### config.mk
export PLATFORM = sky130hd
export DESIGN_NAME = rfa_queue
export DESIGN_NICKNAME = d
export VERILOG_FILES = /design/src/hw/rtl/rfa_pkg.sv /design/src/hw/rtl/rfa_queue.sv
export SDC_FILE = /design/constraint.sdc
export NUM_CORES = 1
export LEC_CHECK = 0
export BUFFER_PORTS_ARGS = -buffer_cell sky130_fd_sc_hd__buf_4
export CAP_MARGIN = 20
export CORE_MARGIN = 10
export CORE_UTILIZATION = 46
export CTS_CLUSTER_DIAMETER = 60
export DETAILED_ROUTE_END_ITERATION = 10
export PLACE_DENSITY = 0.75
export RECOVER_POWER = 100
export SKIP_CTS_REPAIR_TIMING = 1
export SLEW_MARGIN = 20
export SYNTH_ARGS = -nofsm -noshare
export SYNTH_HDL_FRONTEND = slang
export SYNTH_SLANG_ARGS = --single-unit
### constraint.sdc
create_clock -name clk -period 18.5 [get_ports clk]
set_clock_uncertainty 0.15 [all_clocks]
set_input_delay 3.7 -clock clk [delete_from_list [all_inputs] [get_ports clk]]
set_output_delay 3.7 -clock clk [all_outputs]
set_load 0.005 [all_outputs]
### src/hw/rtl/rfa_pkg.sv
// ----------------------------------------------------------------------------
// rfa_pkg: shared types and constants for the rational fraction ALU
// Command codes, payload structs and the front-to-back work descriptor.
// ----------------------------------------------------------------------------
package rfa_pkg;

  localparam int DEF_WORD_BITS = 32;
  localparam int FIELD_BITS    = 32;
  localparam int MAG_BITS      = 64;   // magnitude of a cross product sum
  localparam int QUEUE_DEPTH   = 2;

  typedef enum logic [2:0] {
    CMD_ADD = 3'd0,
    CMD_SUB = 3'd1,
    CMD_MUL = 3'd2,
    CMD_DIV = 3'd3,
    CMD_INC = 3'd4,
    CMD_DEC = 3'd5
  } cmd_e;

  typedef struct packed {
    logic [2:0]        cmd;
    logic signed [31:0] a_num;
    logic signed [31:0] a_den;
    logic signed [31:0] b_num;
    logic signed [31:0] b_den;
  } in_item_t;

  typedef struct packed {
    logic signed [31:0] res_num;
    logic signed [31:0] res_den;
    logic               overflow;
    logic               operands_equal;
  } out_item_t;

  // classified work for the back end, sign and magnitude per part
  typedef struct packed {
    logic                reduce;
    logic                n_neg;
    logic [MAG_BITS-1:0] n_mag;
    logic                d_neg;
    logic [MAG_BITS-1:0] d_mag;
    logic                eq;
  } work_t;

endpackage

### src/hw/rtl/rfa_queue.sv
// ----------------------------------------------------------------------------
// rfa_queue: small work queue between front and back ends
// Register FIFO, push when not full, pop when not empty.
// ----------------------------------------------------------------------------
module rfa_queue import rfa_pkg::*; (
  input  logic  clk,
  input  logic  rst_n,
  input  logic  push_valid,
  output logic  push_ready,
  input  work_t push_data,
  output logic  pop_valid,
  input  logic  pop_ready,
  output work_t pop_data
);

  localparam int AW = $clog2(QUEUE_DEPTH);

  work_t mem_r [QUEUE_DEPTH];
  logic [AW-1:0] wp_r, rp_r;
  logic [AW:0]   cnt_r;
  logic do_push, do_pop;

  assign push_ready = (cnt_r < (AW+1)'(QUEUE_DEPTH));
  assign pop_valid  = (cnt_r != '0);
  assign pop_data   = mem_r[rp_r];
  assign do_push    = push_valid && push_ready;
  assign do_pop     = pop_valid && pop_ready;

  always_ff @(posedge clk) begin
    if (!rst_n) begin
      wp_r <= '0; rp_r <= '0; cnt_r <= '0;
    end else begin
      if (do_push) wp_r <= (wp_r == AW'(QUEUE_DEPTH-1)) ? '0 : wp_r + 1'b1;
      if (do_pop)  rp_r <= (rp_r == AW'(QUEUE_DEPTH-1)) ? '0 : rp_r + 1'b1;
      cnt_r <= cnt_r + (AW+1)'(do_push) - (AW+1)'(do_pop);
    end
  end

  always_ff @(posedge clk) begin
    if (do_push) mem_r[wp_r] <= push_data;
  end

endmodule

## Yosys cells after proc, flatten, opt, wreduce, memory -nomap -nowiden

Memories as Yosys holds them, arrays and structs flattened. A register that Yosys moved wholly into a read port is not among the register bits.
Cells that the tools add are included.
W data, S select, Z words.

| cells by class | value |
|---|---|
| add/subtract/negate cells | 4 |
| order comparisons | 1 |
| multiplexer cells | 6 |
| reduce and logical (&&, ||, !) cells | 3 |

Operators with widths:

| cell | count |
|---|---|
| $mux W1 | 6 |
| $add A1 B1 Y1 const B | 2 |
| $add A2 B1 Y2 | 1 |
| $logic_and A1 B1 Y1 | 2 |
| $lt A2 B2 Y1 const B | 1 |
| $reduce_bool A2 Y1 | 1 |
| $sub A2 B1 Y2 | 1 |

| word-level totals | value |
|---|---|
| bits in registers | 4 |
| RAM bits | 264 |
| input port bits | 136 |
| output and inout port bits | 134 |
| word-level logic and storage cells | 18 |
| memories kept | 1 |

Memory list:

| name | words | width | read ports | clocked after memory_dff | wr ports | line | RTL |
|---|---|---|---|---|---|---|---|
| mem_r | 2 | 132 | 1 | 1 | 1 | rfa_queue.sv:18 | `work_t mem_r [QUEUE_DEPTH];` |

## Depth between registers and ports, before layout

| logic depth | value |
|---|---|
| depth after elaboration | 4 |
| mapped depth | 6 |
| depth with buffers taken out | 6 |

## Worst setup path before layout

OpenSTA, ideal clock, no wires.

| timing | value |
|---|---|
| kind | input to register |
| start | in push_valid |
| end | mem mem_r[0][0] (netlist name) (enable) |
| library setup time | 0.627 ns |
| arrival | 9.287 ns |
| required time | 17.723 ns |
| setup slack | 8.437 ns |
| stages on the path | 2 |
| buffers on the path | 0 |
| path through | nand2b_1 > nor2_1 |

| on the way | value |
|---|---|
| cells in the longest elaborated chain, start to end | 3 |

Ends and longest elaborated chain:

| element | line | RTL |
|---|---|---|
| from (decl) | rfa_queue.sv:8 | `input logic push_valid,` |
| $logic_and A1 B1 Y1 | rfa_queue.sv:26 | `assign do_push = push_valid && push_ready;` |
| $mux W1 | rfa_queue.sv:40 | `if (do_push) mem_r[wp_r] <= push_data;` |
| $mux W1 (not written as such) | rfa_queue.sv:40 |  |
| to (decl) | rfa_queue.sv:18 |  |

Every way passes these cells.

## Final worst setup path

| timing | value |
|---|---|
| start | in push_valid |
| end | mem mem_r[1][5] (netlist name) (enable) |

Same word-level chain as after synthesis.

==> reports/results.ini <==
[placement]
place.gp.congestion=0.775
port_buffers=269
place_hpwl_um=14900
pre_cts_slack_ps=12400

[synth]
synth_edf_count=264
synth_seq_cells=269
synth_common_cells=264 x edfxtp_1, 80 x mux2_4, 52 x mux2_2
yosys.cell_types.count=23
synth_fa_ha_area_share_pct=0.124
synth_compound_area_share_pct=0.322
synthArstFlopShare_pct=0
synthSimpleGateAreaFrac_pct=0.843
post-synth-top-count-cell=edfxtp_1
yosys.area.top_type=edfxtp_1
syn-num-nets=575
avgSynthCellArea_um2=23.1
synth_cells=438
ys_seq_area_share_pct=79.5
synth_top_family_by_area=multiplexers
synth_flop_cell=edfxtp_1
yosys-top-cells-area=edfxtp_1 79%, mux2_4 12%, mux2_2 5.8%
synth_top_area_share_pct=78.5
syn_area_um2=10100
synth_mux_area_share_pct=17.7
synth_xor_area_share_pct=0.0867
yosys_warnings=0

[timing]
fin_tns_setup_ps=0
tightestPinTransition_ps=4060
max_freq_mhz=110
finalHoldViolations=0
min_period_ps=9130
rsz0062_at_grt=false
finalMaxSlewViolations=395
slew_headroom_pct=-171
fin_crit_sh_pct=49.4
final.setup.worst_slack_ps=9370
setup_viol=0

[worst_setup_path]
r2r_cells=3
critPathLaunchType=input port
crit_path_max_fanout=71
critPathCaptureType=flop
cp_top_family=buffers and inverters
path_depth=3
cp_cell_sequence=clkbuf_1 > and3_1 > clkbuf_1
max_stage_delay_ps=2830
required_ps=18370
slowest_stage=clkbuf_1
critPathArrivalTime_ps=9000
critical_path_class=input port to flop
worstPathBufferInverterCount=2
path_common_cell=clkbuf_1

[grt]
track_usage_pct=14.2
grt_pass1_vias=5608
antenna_found_initial=3
grt.overflow.total=0
grt_max_degree=72
grt_pass1_wl_um=31900

[floorplan]
initial_core_util_pct=46.6
coreArea_um2=21700
rows=54
io_pins=270
die_area_um2=28300
die_w_um=168
die_y_um=168

[routing]
drc_errors=0
wl_per_cell_um=20.8
wl_um=21300
drt_iter0_drc=260
antenna_left=0
post_drt_via_cell_ratio=4.92
via_count=5043
detail_route.first_pass.iterations=4

[layout]
regArea_um2=8030
nets=863
drive_gt1_share_pct=38.0
multi_input_area_um2=1640
area_growth_pct=25.5
num-fill-cells=1722

[power]
leakage_nw=4.52
power_density_nw_per_um2=124
ir_drop_mv=0.0883

[clock_network]
clk_pin_slew_ps=60
clk_latency_ps=510
clock_tree.buffer_depth=3
clock-sinks=269
cts_tree=built
htreeDepth=1
numCtsBuffers=27
cts-root-buf=clkbuf_16

[run]
max_cap_violations=6

[hold_path]
hold_class=flop to flop
whs_path_depth=2

[outcome]
status=finished with violations
violations=capacitance limit, slew limit

[where the power goes]
group,switching (W),internal (W)
Clock,0.000211,0.000324
Sequential,0.0000147,0.000741
Combinational,0.000131,0.000145
Total,0.000357,0.00121
[logic make-up (layout without fill, tap and decap cells)]
kind of cell,count (synthesis),count (layout)
flip-flops,269,269
multiplexers,132,132
buffers and inverters,16,322
AND/OR/NAND/NOR,13,13
AO/OA/AOI/OAI,6,6
adder cells (fa/ha/maj),1,1
XOR/XNOR,1,1
other,0,2
[state kept, by name (all words and copies together) (netlist names), named ones only]
name / flops
rp_r: 1
wp_r: 1
mem_r: 264
cnt_r: 2
[final cells by class]
cell class                 count  share of cell area (%)
multi-input combinational    153                    13.0
inverter                       1                  0.0296
sequential                   269                    63.3
tap                          280                    2.76
clock inverter                15                    1.50
antenna                        2                  0.0395
clock buffer                  32                    5.48
timing repair buffer         274                    13.9
[layout by cell type, fill, tap and decap left out, types with 2 or more instances in the layout]
master,instances
a21oi_1,2
and2_0,3
buf_1,2
buf_4,89
bufinv_16,4
clkbuf_1,82
clkbuf_16,27
clkbuf_4,106
clkinv_1,5
clkinv_2,2
dfxtp_1,5
diode_2,2
edfxtp_1,264
mux2_1,84
mux2_2,45
mux2_4,3
o21ai_0,3
[per-stage QoR]
| step | total power [W] | instance area [um2] | hold WS [ps] | utilization [%] | cells |
|---|---|---|---|---|---|
| CTS | 0.00164 | 13300 | 463 | 61.2 | 1024 |
| finish | 0.00157 | 12700 | 462 | 58.4 | 1026 |
| global route | 0.00164 | 12700 | 511 | 58.4 | 1025 |
| floorplan | 0.000948 | 10100 | 392 | - | 438 |
| global placement | 0.00109 | 12400 | 418 | 57.1 | 977 |
| detailed placement | 0.00110 | 12400 | 434 | 57.1 | 977 |
[final timing paths]
kind / endpoint / slack, ps / start
min: flop / 460 / rp_r$_SDFFE_PN0P_
min reg2reg: flop / 460 / rp_r$_SDFFE_PN0P_
max: mem_r[1][5]$_DFFE_PP_ / 9370 / push_valid
max reg2reg: mem_r[1][5]$_DFFE_PP_ / 12300 / cnt_r[1]$_SDFF_PN0_
[worst min-delay path: cells and delay by family (launching register included)]
family / cells / cell delay, ps
DFF: 1 / 330
and+or+nand+nor: 1 / 140
xor gates and xnor gates: 1 / 80
[metal layers]
layer,vias to the layer above,global-route usage (%),part of all wire [%]
li1,2329,-,-
met1,2483,15.9,38
met2,196,24.7,51
met3,33,5.19,8.7
met4,2,4.28,2.2
met5,-,0,0.061
No activity file was read; power rests on OpenSTA's default activity.
